File: src/hw/rtl/tpsc_pkg.sv
// Shared constants, types and helper functions of the two-point sensor calibration block.
// Used by every interface and module of the block; depends on nothing else.
`default_nettype none

package tpsc_pkg;

  // Sample format and fixed point format of the results.
  localparam int SAMPLE_WIDTH  = 16;
  localparam int FRACTION_BITS = 8;
  localparam int FIELD_W       = 16;
  localparam int OUT_W         = 24;

  // Calibration point widths.
  localparam int HUM_Y_W  = 8;
  localparam int TEMP_Y_W = 10;
  localparam int Y_W      = 10;

  // Configuration port format.
  localparam int CFG_IDX_W  = 3;
  localparam int CFG_DATA_W = 16;

  // Datapath widths, derived from the sample, point and output widths, and the scale shifts.
  localparam int DIFF_W        = SAMPLE_WIDTH + 1;
  localparam int P_W           = Y_W + 1 + DIFF_W;
  localparam int N_W           = P_W + 1;
  localparam int NM_W          = N_W + FRACTION_BITS;
  localparam int HUM_SCALE_SH  = 1;
  localparam int TEMP_SCALE_SH = 3;
  localparam int SCALE_SH_MAX  = 3;
  localparam int SH_W          = $clog2(SCALE_SH_MAX + 1);
  localparam int DM_W          = DIFF_W + SCALE_SH_MAX;
  localparam int DIV_W         = (NM_W > DM_W + OUT_W) ? NM_W : DM_W + OUT_W;

  // Sum, magnitude and overflow stages, then one stage per quotient bit.
  localparam int LANE_STAGES = 3 + OUT_W;

  // Queue between the front and back parts; depth must be a power of two.
  localparam int QUEUE_DEPTH = 2;
  localparam int QPTR_W      = $clog2(QUEUE_DEPTH);
  localparam int QCNT_W      = $clog2(QUEUE_DEPTH + 1);

  // Output range limits.
  localparam logic signed [OUT_W-1:0] OUT_MAX = {1'b0, {(OUT_W-1){1'b1}}};
  localparam logic signed [OUT_W-1:0] OUT_MIN = {1'b1, {(OUT_W-1){1'b0}}};
  localparam logic [OUT_W-1:0] OUT_MAX_MAG    = {1'b0, {(OUT_W-1){1'b1}}};
  localparam logic [OUT_W-1:0] OUT_MIN_MAG    = {1'b1, {(OUT_W-1){1'b0}}};

  // Configuration register indexes.
  typedef enum logic [CFG_IDX_W-1:0] {
    REG_HUM_POINT0_X2   = 3'd0,
    REG_HUM_POINT1_X2   = 3'd1,
    REG_TEMP_POINT0_X8  = 3'd2,
    REG_TEMP_POINT1_X8  = 3'd3,
    REG_HUM_POINT0_RAW  = 3'd4,
    REG_HUM_POINT1_RAW  = 3'd5,
    REG_TEMP_POINT0_RAW = 3'd6,
    REG_TEMP_POINT1_RAW = 3'd7
  } reg_index_t;

  // Calibration register file contents.
  typedef struct packed {
    logic [HUM_Y_W-1:0]        hum_point0_x2;
    logic [HUM_Y_W-1:0]        hum_point1_x2;
    logic [TEMP_Y_W-1:0]       temp_point0_x8;
    logic [TEMP_Y_W-1:0]       temp_point1_x8;
    logic signed [FIELD_W-1:0] hum_point0_raw;
    logic signed [FIELD_W-1:0] hum_point1_raw;
    logic signed [FIELD_W-1:0] temp_point0_raw;
    logic signed [FIELD_W-1:0] temp_point1_raw;
  } calib_t;

  // Products of one channel as left by the front part.
  typedef struct packed {
    logic signed [P_W-1:0]    p0;
    logic signed [P_W-1:0]    p1;
    logic signed [DIFF_W-1:0] d;
    logic                     bad;
  } chan_prod_t;

  typedef struct packed {
    chan_prod_t hum;
    chan_prod_t temp;
  } front_item_t;

  // Queue status seen by the front and back parts.
  typedef struct packed {
    logic full;
    logic empty;
  } q_stat_t;

  // Takes the low SAMPLE_WIDTH bits of a field and sign extends them.
  function automatic logic signed [DIFF_W-1:0] sext_sample(input logic [FIELD_W-1:0] v);
    logic signed [SAMPLE_WIDTH-1:0] s;
    s = v[SAMPLE_WIDTH-1:0];
    return DIFF_W'(s);
  endfunction

endpackage

`default_nettype wire

File: src/hw/rtl/tpsc_queue.sv
// Short queue that decouples the front part from the divider pipeline.
// Depends on tpsc_pkg.
`default_nettype none

module tpsc_queue import tpsc_pkg::*; (
  input  wire logic        clk,
  input  wire logic        rst,
  input  wire logic        push,
  input  wire front_item_t din,
  input  wire logic        pop,
  output front_item_t      dout,
  output q_stat_t          stat
);

  front_item_t         entries [QUEUE_DEPTH];
  logic [QPTR_W-1:0]   wr_ptr;
  logic [QPTR_W-1:0]   rd_ptr;
  logic [QCNT_W-1:0]   count;

  assign dout       = entries[rd_ptr];
  assign stat.full  = (count == QCNT_W'(QUEUE_DEPTH));
  assign stat.empty = (count == '0);

  // Pointers wrap naturally since the depth is a power of two.
  always_ff @(posedge clk) begin
    if (rst) begin
      wr_ptr <= '0;
      rd_ptr <= '0;
      count  <= '0;
    end else begin
      if (push) begin
        wr_ptr <= wr_ptr + QPTR_W'(1);
      end
      if (pop) begin
        rd_ptr <= rd_ptr + QPTR_W'(1);
      end
      if (push && !pop) begin
        count <= count + QCNT_W'(1);
      end else if (pop && !push) begin
        count <= count - QCNT_W'(1);
      end
    end
  end

  always_ff @(posedge clk) begin
    if (push) begin
      entries[wr_ptr] <= din;
    end
  end

endmodule

`default_nettype wire

File: config.mk
export PLATFORM = sky130hd
export DESIGN_NAME = tpsc_queue
export DESIGN_NICKNAME = d
export VERILOG_FILES = /design/src/hw/rtl/tpsc_pkg.sv /design/src/hw/rtl/tpsc_queue.sv
export SDC_FILE = /design/constraint.sdc
export NUM_CORES = 1
export LEC_CHECK = 0
export BUFFER_PORTS_ARGS = -buffer_cell sky130_fd_sc_hd__buf_2
export CORE_UTILIZATION = 55
export CTS_CLUSTER_DIAMETER = 40
export DETAILED_ROUTE_END_ITERATION = 16
export GPL_ROUTABILITY_DRIVEN = 0
export GPL_TIMING_DRIVEN = 1
export PLACE_DENSITY = 0.89
export SLEW_MARGIN = 20
export SYNTH_ARGS = -nofsm -noshare
export SYNTH_HDL_FRONTEND = slang
export SYNTH_SLANG_ARGS = --single-unit
File: constraint.sdc
create_clock -name clk -period 13.4 [get_ports clk]
set_input_delay 0.67 -clock clk [delete_from_list [all_inputs] [get_ports clk]]
set_output_delay 0.67 -clock clk [all_outputs]
set_load 0.02 [all_outputs]
After elaboration in Yosys (flattened, before gate mapping)
Memories as Yosys holds them, arrays and structs flattened. A register that Yosys moved wholly into a read port is not among the register bits.
Index checks and enable logic that the tools add are counted.
{ "totals": {"output_inout_bits": 150, "ram_bits": 296, "mem_count": 1, "inputBits": 152, "regBits": 4} }
{ "memory_table": {"columns": ["name", "words", "word_bits", "read_ports", "rd_clocked_by_memory_dff", "write_ports", "line_no", "rtl"], "rows": [
  ["entries", 2, 148, 1, 1, 1, "tpsc_queue.sv:15", "front_item_t entries [QUEUE_DEPTH];"]
]} }
{ "op_classes": {"addsub": 4, "n_reduce_logical": 6, "muxes": 6, "eq_ne": 1} }
{ "op_table": {"columns": ["cell", "count"], "rows": [
  ["$mux W1", 4],
  ["$mux W2", 2],
  ["$add A1 B1 Y1 const B", 2],
  ["$add A2 B1 Y2 const B", 1],
  ["$eq A2 B2 Y1 const B", 1],
  ["$logic_and A1 B1 Y1", 2],
  ["$logic_not A1 Y1", 2],
  ["$logic_not A2 Y1", 1],
  ["$reduce_bool A2 Y1", 1],
  ["$sub A2 B1 Y2 const B", 1]
]} }

Longest topological paths before layout
{ "logic_depth": {"word_depth": 4, "ltp_mapped": 5, "mapped_depth_nobuf": 5} }

Worst setup path before layout
No wires, ideal clock.
{ "synth_path": {"kind": "input to register", "startpoint": "in push", "endpoint": "mem entries[0][0] in the netlist's numbering, enable pin", "stages": 1, "t_required_ns": 12.725, "n_path_buf": 0, "t_arrival_ns": 7.072, "setup_slack_ns": 5.652, "path_cell_list": "nor2b_1"} }
{ "synth_via": {"elab_chain_len": 2} }
{ "synth_lines": {"columns": ["item", "line_no", "rtl"], "rows": [
  ["from (decl)", "tpsc_queue.sv:8", "input wire logic push,"],
  ["$mux W1", "tpsc_queue.sv:46", "if (push) begin"],
  ["$mux W1 (implied by the code)", "tpsc_queue.sv:47", "entries[wr_ptr] <= din;"],
  ["to (decl)", "tpsc_queue.sv:15", null]
]} }
No other way between the ends.

==> results.py <==
metrics = {
    "outcome": {
        "status": "finished, final reports clean",
    },
    "timing": {
        "hold_slack_ns": 0.3661,
        "worstMarginPinSlew_ns": 1.047,
        "fmax_ghz": 0.2723,
        "fin_crit_sh_pct": 27.41,
        "max_slew_margin_pct": 30.18,
        "rsz0062_at_grt": "no",
        "min_period_ns": 3.673,
        "hold_violations": 0,
        "slew_violations": 0,
        "finalClockSkew_ns": 0.006493,
        "fin_setup_tns_ns": 0,
        "finalSetupViolCount": 0,
    },
    "yosys": {
        "synth_nets": 635,
        "synth.distinct_cells": 16,
        "ys_warn_count": 0,
        "synthCells": 482,
        "syn_area_mm2": 0.01092,
        "synth_top_area_cell": "edfxtp_1",
        "ys_ff_latch": 301,
        "ys_seq_area_share_pct": 82.31,
        "synthTopCellsByArea": "edfxtp_1, mux2_2, buf_6, dfxtp_1, nor2_1",
        "synth_top_area_share_pct": 81.39,
        "avgSynthCellArea_um2": 22.66,
    },
    "setup_path": {
        "path_buf_inv": 2,
        "cp.depth": 3,
        "critPathMaxStageDelay_ns": 1.00,
        "cp-start-kind": "register",
        "cp_slowest_cell": "dfxtp_4",
        "critPathArrivalTime_ns": 3.00,
        "cp-end-kind": "output pin",
        "crit_required_ns": 12.73,
        "crit_type": "reg -> out",
        "crit_fanout": 79,
        "path_cells": "buf_4 -> mux2_2 -> buf_2",
        "crit_family": "buffers and inverters",
        "reg2regPathDepth": 2,
    },
    "power_and_ir_drop": {
        "powerDensity_mw_per_mm2": 168.5,
        "power_frac_comb_pct": 10.7,
        "seq_power_share_pct": 48.0,
        "switching_share_pct": 22.17,
        "vdd.ir_drop.worst_uv": 138.4,
        "p_int_mw": 1.818,
        "clockPowerShare_pct": 41.3,
        "switchingPower_mw": 0.5177,
        "leakagePower_nw": 5.225,
    },
    "floorplan": {
        "initial_core_util_pct": 56.11,
        "die_area_mm2": 0.02042,
        "die_w_um": 142.9,
        "num_rows": 51,
        "die_h_um": 142.9,
        "io_pins": 302,
        "core_mm2": 0.01946,
    },
    "cells_and_area": {
        "multi_input_area_mm2": 0.001778,
        "ff_latch_area_mm2": 0.008992,
        "areaGrowthSynthToFinish_pct": 26.90,
        "final_nets": 960,
        "n_fill_cell": 1174,
        "layout-drive-gt1-share_pct": 61.49,
    },
    "hold_path": {
        "whs_path_depth": 1,
        "min_path_type": "in -> reg",
    },
    "global_routing": {
        "grt_overflow": 0,
        "antenna_found_initial": 3,
        "grt_first_pass_wirelength_um": 28650,
        "grt_pass1_vias": 5595,
        "track_usage_pct": 18.81,
        "grt_max_degree": 80,
    },
    "routing": {
        "wl_um": 19940,
        "dr.pass1.iters": 4,
        "viasPerCell": 5.086,
        "drcViolationCount": 0,
        "drt_iter0_drc": 306,
        "wl_per_cell_um": 18.15,
        "drtAntennaViolNets": 0,
        "vias": 5589,
    },
    "placed_design": {
        "dp.final_hpwl_um": 12600,
        "io_buffers": 301,
    },
    "clock_network": {
        "hold_buffers": 0,
        "clk_latency_ns": 0.48,
        "path_clk_slew_ns": 0.06,
        "cts_buffers": 34,
        "cts_tree": "built",
        "post-cts-setup-buffer-count": 0,
        "clockBufferDepth": 3,
        "cts_sinks": 301,
        "cts_htree_levels": 2,
        "cts_root_buffer": "clkbuf_16",
        "postCtsResizedCells": 0,
    },
    "flow_run": {
        "maxCapViolations": 0,
    },
}
## routing by layer
layer / vias up / routed length [µm] / GRT usage, %
met4: 0 / 640 / 9.508
met2: 241 / 10600 / 33.63
met3: 49 / 1323 / 5.332
met1: 2722 / 7381 / 20.30
met5: - / 0 / 0
li1: 2577 / - / -
## kinds of logic after synthesis
logic type	Yosys count	synth area share, %
buffers and inverters	17	1.501
AO/OA/AOI/OAI	2	0.09157
adder cells (fa/ha/maj)	1	0.1146
AND/OR/NAND/NOR	9	0.4011
XOR/XNOR	4	0.3209
multiplexers	148	15.26
flip-flops	301	82.31
## path summary, 6_finish.rpt
kind	slack [ns]	start	endpoint
worst max-delay path	9.73	register	dout[111]
worst min register to register	0.51	rd_ptr$_SDFFE_PP0P_	register
worst max register to register	10.84	wr_ptr$_SDFFE_PP0P_	entries[1][132]$_DFFE_PP_
worst min-delay path	0.37	din[137]	entries[1][137]$_DFFE_PP_
## registers in the layout, summed over array words and instances, names as in the netlist, named ones only
name     cells
entries    296
count        2
rd_ptr       1
wr_ptr       1
## cell usage in the layout, fill, tap and decap left out
master	Yosys	layout
xnor2_1	2	2
clkinv_4	0	1
mux2_2	148	148
clkinv_2	0	4
clkinvlp_4	0	2
buf_2	2	301
inv_8	0	1
diode_2	0	3
or3_1	1	1
clkbuf_8	0	3
clkinv_1	0	2
buf_4	2	4
inv_6	0	2
clkbuf_1	0	3
and2_4	0	1
dfxtp_1	5	4
a21oi_1	1	1
o21ai_0	1	1
bufinv_16	0	5
xor2_1	2	2
nor2_1	5	5
edfxtp_1	296	296
ha_1	1	1
dfxtp_4	0	1
nor2b_4	0	1
inv_1	1	1
clkbuf_16	0	37
nor2b_1	2	1
## final cells by class
class / instances / share of cell area (%)
Antenna cell: 3 / 0.05417
Clock inverter: 17 / 1.661
Multi-Input combinational cell: 164 / 12.83
Inverter: 1 / 0.02709
Sequential cell: 301 / 64.89
Clock buffer: 43 / 7.060
Tap cell: 265 / 2.393
Timing Repair Buffer: 305 / 11.09
## worst reg2reg max path: cells and delay by family, from the launching register on
kind	cells	cell delay, ns
flops	1	0.40
buf+inv	1	0.96
simple gates	1	0.79
## Yosys cell counts
cell and count:
or3_1 1, mux2_2 148, buf_4 2, nor2b_1 2
buf_6 12, nor2_1 5, xnor2_1 2, xor2_1 2
and2_1 1, inv_1 1, o21ai_0 1, buf_2 2
ha_1 1, dfxtp_1 5, a21oi_1 1, edfxtp_1 296
## power groups by stage
stage | clock network, mW | registers, mW | logic, mW
after floorplan | 0 | 1.14 | 0.171
after global placement | 0 | 1.14 | 0.245
after detailed placement | 0 | 1.14 | 0.249
after CTS | 0.982 | 1.12 | 0.252
after global routing | 1.02 | 1.13 | 0.265
final | 0.964 | 1.12 | 0.249
## metrics by stage
stage                     utilization (%)  area (µm²)  power (mW)  setup slack [ns]  std cells
after floorplan                         -       10920       1.309             5.652        482
after global placement              64.96       12640       1.384             10.19       1036
after detailed placement            64.96       12640       1.392             10.21       1036
after CTS                           71.17       13850       2.357             9.656       1096
after global routing                71.21       13860       2.410             9.508       1099
final                               71.21       13860       2.336             9.727       1099
Power figures use the tool's default switching activity.
