### config.mk
export PLATFORM = sky130hd
export DESIGN_NAME = tpsc_regs_flat
export DESIGN_NICKNAME = d
export VERILOG_FILES = /design/src/hw/rtl/tpsc_pkg.sv /design/src/hw/rtl/tpsc_cfg_if.sv /design/src/hw/rtl/tpsc_regs.sv /design/src/flat_wrapper.sv
export SDC_FILE = /design/constraint.sdc
export NUM_CORES = 1
export LEC_CHECK = 0
export BUFFER_PORTS_ARGS = -buffer_cell sky130_fd_sc_hd__buf_4
export CAP_MARGIN = 15
export CORE_MARGIN = 2
export CORE_UTILIZATION = 30
export CTS_CLUSTER_SIZE = 12
export DETAILED_ROUTE_END_ITERATION = 10
export HOLD_SLACK_MARGIN = 0.06
export SYNTH_ARGS = -nofsm -noshare
export SYNTH_HDL_FRONTEND = slang
export SYNTH_SLANG_ARGS = --single-unit
### constraint.sdc
create_clock -name clk -period 1.7 [get_ports clk]
set_input_delay 0.17 -clock clk [delete_from_list [all_inputs] [get_ports clk]]
set_output_delay 0.17 -clock clk [all_outputs]
set_load 0.05 [all_outputs]
### src/hw/rtl/tpsc_pkg.sv
// Shared constants, types and helper functions of the two-point sensor calibration block.
// Used by every interface and module of the block; depends on nothing else.
`default_nettype none

package tpsc_pkg;

  // Sample format and fixed point format of the results.
  localparam int SAMPLE_WIDTH  = 16;
  localparam int FRACTION_BITS = 8;
  localparam int FIELD_W       = 16;
  localparam int OUT_W         = 24;

  // Calibration point widths.
  localparam int HUM_Y_W  = 8;
  localparam int TEMP_Y_W = 10;
  localparam int Y_W      = 10;

  // Configuration port format.
  localparam int CFG_IDX_W  = 3;
  localparam int CFG_DATA_W = 16;

  // Datapath widths, derived from the sample, point and output widths, and the scale shifts.
  localparam int DIFF_W        = SAMPLE_WIDTH + 1;
  localparam int P_W           = Y_W + 1 + DIFF_W;
  localparam int N_W           = P_W + 1;
  localparam int NM_W          = N_W + FRACTION_BITS;
  localparam int HUM_SCALE_SH  = 1;
  localparam int TEMP_SCALE_SH = 3;
  localparam int SCALE_SH_MAX  = 3;
  localparam int SH_W          = $clog2(SCALE_SH_MAX + 1);
  localparam int DM_W          = DIFF_W + SCALE_SH_MAX;
  localparam int DIV_W         = (NM_W > DM_W + OUT_W) ? NM_W : DM_W + OUT_W;

  // Sum, magnitude and overflow stages, then one stage per quotient bit.
  localparam int LANE_STAGES = 3 + OUT_W;

  // Queue between the front and back parts; depth must be a power of two.
  localparam int QUEUE_DEPTH = 2;
  localparam int QPTR_W      = $clog2(QUEUE_DEPTH);
  localparam int QCNT_W      = $clog2(QUEUE_DEPTH + 1);

  // Output range limits.
  localparam logic signed [OUT_W-1:0] OUT_MAX = {1'b0, {(OUT_W-1){1'b1}}};
  localparam logic signed [OUT_W-1:0] OUT_MIN = {1'b1, {(OUT_W-1){1'b0}}};
  localparam logic [OUT_W-1:0] OUT_MAX_MAG    = {1'b0, {(OUT_W-1){1'b1}}};
  localparam logic [OUT_W-1:0] OUT_MIN_MAG    = {1'b1, {(OUT_W-1){1'b0}}};

  // Configuration register indexes.
  typedef enum logic [CFG_IDX_W-1:0] {
    REG_HUM_POINT0_X2   = 3'd0,
    REG_HUM_POINT1_X2   = 3'd1,
    REG_TEMP_POINT0_X8  = 3'd2,
    REG_TEMP_POINT1_X8  = 3'd3,
    REG_HUM_POINT0_RAW  = 3'd4,
    REG_HUM_POINT1_RAW  = 3'd5,
    REG_TEMP_POINT0_RAW = 3'd6,
    REG_TEMP_POINT1_RAW = 3'd7
  } reg_index_t;

  // Calibration register file contents.
  typedef struct packed {
    logic [HUM_Y_W-1:0]        hum_point0_x2;
    logic [HUM_Y_W-1:0]        hum_point1_x2;
    logic [TEMP_Y_W-1:0]       temp_point0_x8;
    logic [TEMP_Y_W-1:0]       temp_point1_x8;
    logic signed [FIELD_W-1:0] hum_point0_raw;
    logic signed [FIELD_W-1:0] hum_point1_raw;
    logic signed [FIELD_W-1:0] temp_point0_raw;
    logic signed [FIELD_W-1:0] temp_point1_raw;
  } calib_t;

  // Products of one channel as left by the front part.
  typedef struct packed {
    logic signed [P_W-1:0]    p0;
    logic signed [P_W-1:0]    p1;
    logic signed [DIFF_W-1:0] d;
    logic                     bad;
  } chan_prod_t;

  typedef struct packed {
    chan_prod_t hum;
    chan_prod_t temp;
  } front_item_t;

  // Queue status seen by the front and back parts.
  typedef struct packed {
    logic full;
    logic empty;
  } q_stat_t;

  // Takes the low SAMPLE_WIDTH bits of a field and sign extends them.
  function automatic logic signed [DIFF_W-1:0] sext_sample(input logic [FIELD_W-1:0] v);
    logic signed [SAMPLE_WIDTH-1:0] s;
    s = v[SAMPLE_WIDTH-1:0];
    return DIFF_W'(s);
  endfunction

endpackage

`default_nettype wire

### src/hw/rtl/tpsc_cfg_if.sv
// Register write channel: register index and write data.
// Depends on tpsc_pkg for the field widths.
`default_nettype none

interface tpsc_cfg_if import tpsc_pkg::*; ();
  logic                  valid;
  logic                  ready;
  logic [CFG_IDX_W-1:0]  index;
  logic [CFG_DATA_W-1:0] data;

  modport source (output valid, output index, output data, input ready);
  modport sink   (input valid, input index, input data, output ready);
endinterface

`default_nettype wire

### src/hw/rtl/tpsc_regs.sv
// Calibration register file written through the configuration channel.
// Depends on tpsc_pkg and tpsc_cfg_if.
`default_nettype none

module tpsc_regs import tpsc_pkg::*; (
  input  wire logic  clk,
  input  wire logic  rst,
  tpsc_cfg_if.sink   cfg,
  output calib_t     calib
);

  // Writes are always taken.
  assign cfg.ready = 1'b1;

  // Register writes; wider data is cut to the register width.
  always_ff @(posedge clk) begin
    if (rst) begin
      calib.hum_point0_x2   <= '0;
      calib.hum_point1_x2   <= '0;
      calib.temp_point0_x8  <= '0;
      calib.temp_point1_x8  <= '0;
      calib.hum_point0_raw  <= '0;
      calib.hum_point1_raw  <= FIELD_W'(1);
      calib.temp_point0_raw <= '0;
      calib.temp_point1_raw <= FIELD_W'(1);
    end else if (cfg.valid) begin
      case (reg_index_t'(cfg.index))
        REG_HUM_POINT0_X2:   calib.hum_point0_x2   <= cfg.data[HUM_Y_W-1:0];
        REG_HUM_POINT1_X2:   calib.hum_point1_x2   <= cfg.data[HUM_Y_W-1:0];
        REG_TEMP_POINT0_X8:  calib.temp_point0_x8  <= cfg.data[TEMP_Y_W-1:0];
        REG_TEMP_POINT1_X8:  calib.temp_point1_x8  <= cfg.data[TEMP_Y_W-1:0];
        REG_HUM_POINT0_RAW:  calib.hum_point0_raw  <= cfg.data[FIELD_W-1:0];
        REG_HUM_POINT1_RAW:  calib.hum_point1_raw  <= cfg.data[FIELD_W-1:0];
        REG_TEMP_POINT0_RAW: calib.temp_point0_raw <= cfg.data[FIELD_W-1:0];
        REG_TEMP_POINT1_RAW: calib.temp_point1_raw <= cfg.data[FIELD_W-1:0];
        default: ;
      endcase
    end
  end

endmodule

`default_nettype wire

### src/flat_wrapper.sv
// flat-port wrapper written by rule: the top's interface ports become plain ports
module tpsc_regs_flat import tpsc_pkg::*;
  (clk, rst, calib, cfg_valid, cfg_index, cfg_data, cfg_ready);
  tpsc_cfg_if cfg_i ();
  input  wire logic clk;
  input  wire logic rst;
  output calib_t calib;
  input wire logic [$bits(cfg_i.valid)-1:0] cfg_valid;
  input wire logic [$bits(cfg_i.index)-1:0] cfg_index;
  input wire logic [$bits(cfg_i.data)-1:0] cfg_data;
  output wire logic [$bits(cfg_i.ready)-1:0] cfg_ready;
  assign cfg_i.valid = cfg_valid;
  assign cfg_i.index = cfg_index;
  assign cfg_i.data = cfg_data;
  assign cfg_ready = cfg_i.ready;
  tpsc_regs u_core (.clk(clk), .rst(rst), .cfg(cfg_i), .calib(calib));
endmodule
=== After elaboration in Yosys (flattened, before gate mapping) ===
Index checks and enable logic that the tools add are counted.

* Register bits after elaboration: 100
* Output and inout port bits: 101
* Logic and storage cells: 24

* Equal/unequal tests: 7
* Reduce and logical (&&, ||, !) cells: 9

{| class="wikitable"
|+ Operators by type and width
! cell !! count
|-
| $reduce_and 2->1 || 8
|-
| $eq 3x3->1 const B || 4
|-
| $eq 3x2->1 const B || 2
|-
| $eq 3x1->1 const B || 1
|-
| $logic_not 3->1 || 1
|}

=== Logic depth before layout (Yosys ltp) ===
Gate-level depths: netlist of the first run.

* Depth in word-level cells: 2
* Gate-level depth with buffers: 5
* Gate-level depth less buffers: 2

=== Least setup slack after synthesis of the first run ===
Ideal clock, no wire load.

* Path type: input -> register
* Start: input port cfg_index[0]
* End: register, netlist name u_core.calib[93]
* Arrival time: 1.072 ns
* Required time: 1.571 ns
* Path slack: 0.499 ns
* Cell stages on the path: 4
* Buffers on the path: 2
* Cells stage by stage: buf_2 or4b_4 buf_6 mux2i_1

* Cells in the longest elaborated chain, start to end: 2

{| class="wikitable"
|+ Ends and longest elaborated chain
! what !! RTL line !! RTL
|-
| from (decl) || flat_wrapper.sv:9 || <nowiki>input wire logic [$bits(cfg_i.index)-1:0] cfg_index;</nowiki>
|-
| $logic_not 3->1 || tpsc_regs.sv:27 || <nowiki>case (reg_index_t'(cfg.index))</nowiki>
|-
| $reduce_and 2->1 (no line) || n/a ||
|}

Every way passes these cells.
A chain may end at the register's enable or synchronous reset.

=== Worst setup path in the final report of the first run ===
* Start: register, netlist name u_core.calib[79]
* End: output port calib[79] (netlist bit)

{| class="wikitable"
|+ RTL lines
! what !! RTL line !! RTL
|-
| to (decl) || flat_wrapper.sv:7 || <nowiki>output calib_t calib;</nowiki>
|}

No word-level cell between the ends.

==> run summary, run 1 <==
### Global routing
* wire length of the first global-routing pass: 16,200 microns
* number of global-route vias before repair: 2,857
* combined global-route utilization of all metal layers: 0.148
* initial antenna violation count: 0
* pin count of the biggest net entering global routing: 48
* grt ovf: 0

### Clock network
* CTS tree: built
* buffers from clock root to sink, at most: 2
* root cell of the clock tree: sky130_fd_sc_hd__clkbuf_16
* sink count of the clock tree: 100
* source-to-sink clock delay at the later pin of the worst-skew pair: 0.33 ns
* clock transition at the register clock pins on the worst setup and hold paths after CTS: 0.08 ns
* maximum level of the CTS H-tree: 3
* setup fix buffers added after clock tree synthesis: 0
* number of buffers added by the clock tree synthesis step: 9
* post-cts sizing count: 0
* hold buffers post-CTS: 0

### Setup path
* delay of the slowest critical-path stage: 0.38 ns
* maximum fanout along the worst path: 2
* Critical Path AT: 0.94 ns
* required time reported for the critical path endpoint: 1.53 ns
* category of the worst setup path launch point: flop
* cell-by-cell trace of the critical path: buf_4
* slowest cell on the critical path: sky130_fd_sc_hd__dfxtp_1
* Worst path top cell family by delay: flip-flops
* R2R setup slack: 1.06 ns
* type of the worst setup path: flop to primary output
* Critical Path End Type: primary output
* Worst Path Buf+Inv: 1

### Drt
* initial detailed-routing violation count: 102
* # DRC: 0
* detail-routed net length per standard cell: 16.2 microns
* antenna violation net count after detailed routing: 0
* routed vias: 2,813
* Via-to-Cell Ratio: 4.33
* total iterations of the first detailed-routing run: 4
* final routed wirelength across all metal layers: 10,500 microns

### Timing
* maximum frequency from static timing analysis: 0.898 GHz
* Max-slew headroom: 0.573
* final hold violation count: 0
* count of final max-slew check failures: 0
* setup violators final: 0
* final critical-path share of the clock period: 0.655
* worst slew pin tran: 0.639 ns
* post-route clock skew: 0 ns
* setup slack of the critical path after layout: 0.587 ns
* setup_tns: 0 ns
* RSZ-0062 raised after global routing: no
* post-route minimum period: 1.11 ns

### Floorplan
* Top-Level Pins: 123
* die width: 119 microns
* total number of placement rows: 42
* effective utilization at floorplan: 0.304
* CORE AREA: 13,100 sq um
* die area: 14,300 sq um
* Chip Height: 119 microns

### Synth
* mean instance size in the synthesized netlist: 11.0 sq um
* count of warnings emitted by yosys: 0
* biggest area consumer among synthesized cells: sky130_fd_sc_hd__dfxtp_1
* most instantiated library cell after synthesis: sky130_fd_sc_hd__nand2b_1
* top-area cell type share of the netlist area: 0.501
* cell types occupying the most area after synthesis: sky130_fd_sc_hd__dfxtp_1 (50%), sky130_fd_sc_hd__mux2i_1 (25%), sky130_fd_sc_hd__nand2b_1 (18%), sky130_fd_sc_hd__clkbuf_1 (1.5%), sky130_fd_sc_hd__buf_2 (1.4%)
* Post-synth top flop: sky130_fd_sc_hd__dfxtp_1
* Syn Nets: 385
* ranking of synthesized cells by instance count: sky130_fd_sc_hd__nand2b_1 (114), sky130_fd_sc_hd__dfxtp_1 (100), sky130_fd_sc_hd__mux2i_1 (100)
* post-synthesis cell area: 4000 sq um
* flops & latches, synth: 100
* cell count after synthesis: 363
* unique cell type count in the Yosys netlist: 17
* number of enable flip-flop cells after synthesis: 0
* share of synthesized area occupied by flip-flops and latches: 0.501
* post-synthesis async set-or-reset flop share: 0

### Power and ir drop
* IR drop worst, VDD: 0.477 mV
* leakage power summed over all cells: 2.64 nW
* sum of internal, switching and leakage power: 0.00493 W
* power density over the cells: 928 nW/um^2

### Final layout
* flip-flop count of the largest register, all copies and words added: 100
* n_diodes: 0
* area added between synthesis and finish: 32.9%
* Biggest register: u_core.calib
* largest registers: u_core.calib x100
* share of the core filled with cells: 0.404
* layout cells sized above 1: 0.312
* net count reported at finish: 491
* Layout Cell Area excl Fill: 5310 sq um

### Hold path
* classification of the worst-slack hold path: primary input to flop

### Outcome
* result of the run: finished clean

### Placement
* count of port buffers added during placement: 121
* area post-placement: 5030 sq um
* placer's final routability congestion estimate: 0.735
* post-placement worst setup slack: 0.384 ns
* HPWL reported at the end of detailed placement: 7490 microns

### Job
* Max-Cap Viols: 0

## cells in the final DEF (no fill, tap or decap)
| cell | n |
|---|---|
| sky130_fd_sc_hd__and4_1 | 1 |
| sky130_fd_sc_hd__nand2b_1 | 114 |
| sky130_fd_sc_hd__nand4_1 | 1 |
| sky130_fd_sc_hd__conb_1 | 1 |
| sky130_fd_sc_hd__inv_6 | 3 |
| sky130_fd_sc_hd__inv_8 | 1 |
| sky130_fd_sc_hd__nor2_1 | 3 |
| sky130_fd_sc_hd__nand4b_1 | 3 |
| sky130_fd_sc_hd__clkbuf_1 | 1 |
| sky130_fd_sc_hd__or4b_4 | 1 |
| sky130_fd_sc_hd__clkbuf_16 | 9 |
| sky130_fd_sc_hd__mux2i_1 | 100 |
| sky130_fd_sc_hd__nand4bb_1 | 2 |
| sky130_fd_sc_hd__nor4bb_2 | 1 |
| sky130_fd_sc_hd__clkinvlp_4 | 2 |
| sky130_fd_sc_hd__dfxtp_1 | 100 |
| sky130_fd_sc_hd__buf_4 | 131 |
## path summary, 6_finish.rpt
kind | start | to | cells past startpoint
setup / recovery | u_core.calib[79] | calib[79] | 1
hold / removal | cfg_data[0] | u_core.calib[32] | 3
setup reg to reg | u_core.calib[95] | u_core.calib[95] | 2
hold reg to reg | u_core.calib[9] | u_core.calib[9] | 2
## kinds of logic after synthesis
| group | Yosys count | share of synthesized area |
|---|---|---|
| AND/OR/NAND/NOR | 126 | 0.203 |
| multiplexers | 100 | 0.251 |
| flip-flops | 100 | 0.501 |
| buffers and inverters | 36 | 0.0442 |
| other | 1 | 0.000939 |
## worst reg2reg max path: stages (launching register included)
cell                       delay, ns
sky130_fd_sc_hd__dfxtp_1        0.35
sky130_fd_sc_hd__nand2b_1       0.06
sky130_fd_sc_hd__mux2i_1        0.15
## layer usage
metal / vias to the layer above / wire [microns] / track usage / part of all wire
li1: 1403 / - / - / -
met5: - / 0 / 0 / 0
met1: 1318 / 5110 / 0.196 / 0.49
met3: 2 / 762 / 0.0527 / 0.073
met2: 90 / 4580 / 0.230 / 0.44
met4: 0 / 52 / 0.0353 / 0.0050
## power breakdown
group	internal [W]	switching [W]	total, W
Combinational	0.000203	0.000355	0.000558
Sequential	0.00239	0.0000321	0.00243
Clock	0.00102	0.000926	0.00195
Total	0.00362	0.00131	0.00493
## stage by stage
stage	hold slack, ns	cells
2_1_floorplan	0.341	363
3_3_place_gp	0.461	634
3_5_place_dp	0.465	634
4_1_cts	0.125	650
5_1_grt	0.149	650
6_report	0.132	650
## area by class of cell
class                      instances  area, sq um
clock buffer                      10          229
multi-input combinational        227         1820
timing repair buffer             131          983
sequential                       100         2000
tap                              176          220
fill                            1298         7830
clock inverter                     6         52.6
(Power assumes the default switching activity.)
==> inputs of run 2 (changes only) <==
- ABC_AREA: not set -> 1
- clock period: 1.7 -> 1 ns (I/O delays scaled with it)
==> run 2 against run 1 <==
Global-route usage up 2.8 points. First-iteration DRC count up 110%. Power up 87%. Critical path depth unchanged. Register-to-register slack worse by 0.68 ns. Non-clock buffer count up 23. Die area down 0.79%. Worst setup slack worse by 0.57 ns. Flip-flop and latch count unchanged. Critical endpoint is now calib[16]. Highest routed layer unchanged.
==> run summary, run 2 <==
### Timing
* final hold violation count: 0, unchanged
* count of final max-slew check failures: 0, unchanged
* post-route clock skew: 0 ns, unchanged
* setup violators final: 0, unchanged
* post-route minimum period: 0.982 ns
* maximum frequency from static timing analysis: 1.02 GHz
* Min Hold Slack: 0.147 ns, was 0.132 ns
* final critical-path share of the clock period: 0.982
* setup slack of the critical path after layout: 0.0180 ns, was 0.587 ns

### Final layout
* number of fill cells in the layout: 1,232, was 1,298
* area added between synthesis and finish: 53.9%, was 32.9%
* multi-input combinational cell area: 1720 sq um, was 1820 sq um
* n_diodes: 0, unchanged
* most frequent cells in the layout: sky130_fd_sc_hd__nor2_1 (200), sky130_fd_sc_hd__nand2_1 (120), sky130_fd_sc_hd__buf_6 (93), was sky130_fd_sc_hd__buf_4 (131), sky130_fd_sc_hd__nand2b_1 (114), sky130_fd_sc_hd__mux2i_1 (100), sky130_fd_sc_hd__dfxtp_1 (100), sky130_fd_sc_hd__clkbuf_16 (9)
* commonest non-fill, non-tap cell in the layout: sky130_fd_sc_hd__nor2_1, was sky130_fd_sc_hd__buf_4
* layout cells sized above 1: 0.326, was 0.312
* Layout Cell Area excl Fill: 6100 sq um, was 5310 sq um
* flip-flop count of the largest register, all copies and words added: 100, unchanged
* net count reported at finish: 727, was 491
* post-layout instance count excluding filler cells: 881, was 650
* Biggest register: u_core.calib, unchanged
* largest registers: u_core.calib x100, unchanged
* sequential cell area: 2070 sq um, was 2000 sq um

### Synth
* most instantiated library cell after synthesis: sky130_fd_sc_hd__nor2_1, was sky130_fd_sc_hd__nand2b_1
* mux share of post-synthesis cell area: 0, was 0.251
* area share of and/or/nand/nor cells after synthesis: 0.429, was 0.203
* flops & latches, synth: 100, unchanged
* unique cell type count in the Yosys netlist: 15, was 17
* top-area cell type share of the netlist area: 0.505, was 0.501
* ranking of synthesized cells by instance count: sky130_fd_sc_hd__nor2_1 (201), sky130_fd_sc_hd__nand2_1 (120), sky130_fd_sc_hd__dfxtp_1 (100), was sky130_fd_sc_hd__nand2b_1 (114), sky130_fd_sc_hd__dfxtp_1 (100), sky130_fd_sc_hd__mux2i_1 (100)
* count of warnings emitted by yosys: 0, unchanged
* share of synthesized area occupied by flip-flops and latches: 0.505, was 0.501
* number of enable flip-flop cells after synthesis: 0, unchanged
* post-synthesis xor/xnor area fraction: 0, unchanged
* post-synthesis cell area: 3960 sq um, was 4000 sq um
* Post-synth top flop: sky130_fd_sc_hd__dfxtp_1, unchanged
* cell types occupying the most area after synthesis: sky130_fd_sc_hd__dfxtp_1 (51%), sky130_fd_sc_hd__nor2_1 (19%), sky130_fd_sc_hd__nand2_1 (11%), sky130_fd_sc_hd__nand3_1 (11%), sky130_fd_sc_hd__inv_1 (2.0%), was sky130_fd_sc_hd__dfxtp_1 (50%), sky130_fd_sc_hd__mux2i_1 (25%), sky130_fd_sc_hd__nand2b_1 (18%), sky130_fd_sc_hd__clkbuf_1 (1.5%), sky130_fd_sc_hd__buf_2 (1.4%)
* largest family of logic cells by synthesized area: simple AND/OR/NAND/NOR gates, was multiplexers
* mean instance size in the synthesized netlist: 6.94 sq um, was 11.0 sq um
* Compound-Gate Fraction of Synth Area: 0.00253, was 0
* Syn Nets: 593, was 385
* post-synthesis async set-or-reset flop share: 0, unchanged
* cell count after synthesis: 571, was 363
* biggest area consumer among synthesized cells: sky130_fd_sc_hd__dfxtp_1, unchanged
* synthesized-area fraction occupied by adder cells: 0, unchanged

### Power and ir drop
* power density over the cells: 1510 nW/um^2, was 928 nW/um^2
* leakage power summed over all cells: 2.74 nW, was 2.64 nW
* sum of internal, switching and leakage power: 0.00921 W, was 0.00493 W
* IR drop worst, VDD: 0.678 mV, was 0.477 mV

### Clock network
* buffers from clock root to sink, at most: 2, unchanged
* maximum level of the CTS H-tree: 3, unchanged
* number of buffers added by the clock tree synthesis step: 9, unchanged
* CTS tree: built, unchanged
* sink count of the clock tree: 100, unchanged
* setup fix buffers added after clock tree synthesis: 0, unchanged
* root cell of the clock tree: sky130_fd_sc_hd__clkbuf_16, unchanged
* clock transition at the register clock pins on the worst setup and hold paths after CTS: 0.07 ns, was 0.08 ns
* source-to-sink clock delay at the later pin of the worst-skew pair: 0.35 ns, was 0.33 ns

### Outcome
* result of the run: finished clean, unchanged

### Setup path
* required time reported for the critical path endpoint: 0.90 ns, was 1.53 ns
* slowest cell on the critical path: sky130_fd_sc_hd__dfxtp_1, unchanged
* cell-by-cell trace of the critical path: buf_4, unchanged
* delay of the slowest critical-path stage: 0.33 ns, was 0.38 ns
* worst reg2reg path depth: 2, unchanged
* Worst path top cell family by delay: flip-flops, unchanged
* Worst Path Buf+Inv: 1, unchanged
* Critical Path End Type: primary output, unchanged
* Critical Path AT: 0.88 ns, was 0.94 ns
* maximum fanout along the worst path: 2, unchanged
* type of the worst setup path: flop to primary output, unchanged
* R2R setup slack: 0.38 ns, was 1.06 ns
* destination of the worst register-to-register timing path: u_core.calib[32], was u_core.calib[95]
* category of the worst setup path launch point: flop, unchanged
* Crit Reg-Reg Startpoint: u_core.calib[32], was u_core.calib[95]

### Global routing
* initial antenna violation count: 0, unchanged
* combined global-route utilization of all metal layers: 0.176, was 0.148
* number of global-route vias before repair: 3,819, was 2,857
* grt ovf: 0, unchanged
* wire length of the first global-routing pass: 19,300 microns, was 16,200 microns
* pin count of the biggest net entering global routing: 55, was 48

### Drt
* antenna violation net count after detailed routing: 0, unchanged
* Via-to-Cell Ratio: 4.54, was 4.33
* routed vias: 3,997, was 2,813
* final routed wirelength across all metal layers: 12,600 microns, was 10,500 microns
* total iterations of the first detailed-routing run: 4, unchanged
* # DRC: 0, unchanged
* detail-routed net length per standard cell: 14.3 microns, was 16.2 microns
* initial detailed-routing violation count: 216, was 102

### Placement
* total placed cells including tap cells: 865, was 634
* HPWL reported at the end of detailed placement: 8510 microns, was 7490 microns
* placer's final routability congestion estimate: 0.748, was 0.735
* area post-placement: 5390 sq um, was 5030 sq um
* count of port buffers added during placement: 121, unchanged
* post-placement worst setup slack: -0.0713 ns, was 0.384 ns

### Floorplan
* effective utilization at floorplan: 0.310, was 0.304
* Chip Height: 119 microns, about the same
* total number of placement rows: 41, was 42
* die width: 119 microns, about the same
* die area: 14,100 sq um, was 14,300 sq um
* CORE AREA: 12,800 sq um, was 13,100 sq um
* Top-Level Pins: 123, unchanged

### Hold path
* hold path endpoint: u_core.calib[11], was u_core.calib[32]
* Hold Path Stages: 5, was 3
* classification of the worst-slack hold path: primary input to flop, unchanged
* Hold Crit Start: cfg_data[11], was cfg_data[0]

### Job
* Max-Cap Viols: 0, unchanged

run 2: worst max path at each step:
stage / from / to / slack (ns) / depth (start not counted)
finish: u_core.calib[16] / calib[16] / 0.02 / 1
global route: u_core.calib[12] / calib[12] / -0.01 / 1
CTS: u_core.calib[1] / calib[1] / 0.0003 / 1
detailed placement: cfg_index[1] / u_core.calib[97] / -0.07 / 6
global placement: cfg_index[0] / u_core.calib[46] / -0.02 / 7
floorplan: u_core.calib[0] / u_core.calib[0] / 0.1 / 2
run 2: where the power goes:
group	total [W]	switching (W)	internal (W)	leakage, nW
Combinational	0.00171	0.00108	0.000629	1.78
Clock	0.00326	0.00152	0.00174	0.131
Sequential	0.00424	0.000106	0.00414	0.836
run 2: cell type report:
class / instances / share of cell area
Clock buffer: 11 / 0.0398
Tap cell: 172 / 0.0353
Multi-Input combinational cell: 417 / 0.281
Timing Repair Buffer: 154 / 0.285
Sequential cell: 100 / 0.340
Inverter: 23 / 0.0142
Clock inverter: 4 / 0.00431
run 2: logic make-up (layout without fill, tap and decap cells):
group           after synthesis  count (layout)
simple gates                414             414
flops                       100             100
buf+inv                      54             192
compound gates                2               2
other cells                   1               1
run 2: per-layer routing:
metal,vias to the layer above,share of wire,GRT usage
li1,2029,-,-
met1,1813,0.43,0.210
met2,128,0.48,0.298
met3,27,0.054,0.0455
met4,0,0.027,0.0729
met5,-,0,0
run 2: worst register-to-register path, stage by stage, from the launching register on:
cell                      delay, ns
sky130_fd_sc_hd__dfxtp_2       0.33
sky130_fd_sc_hd__o21ai_0       0.08
sky130_fd_sc_hd__nand3_1       0.09
run 2: metrics by stage:
step | TNS, ns | utilization
after global placement | -0.179 | 0.422
final | 0 | 0.478
after global routing | -0.0314 | 0.478
after detailed placement | -1.25 | 0.422
after floorplan | 0 | -
after CTS | 0 | 0.459
run 2: repair_timing:
action                                 CTS  global route
endpoints found under the hold margin    2             0
hold buffers                             1             0
gates resized for setup                 60            90
setup endpoints to repair               46            76
pin swaps                                0             0
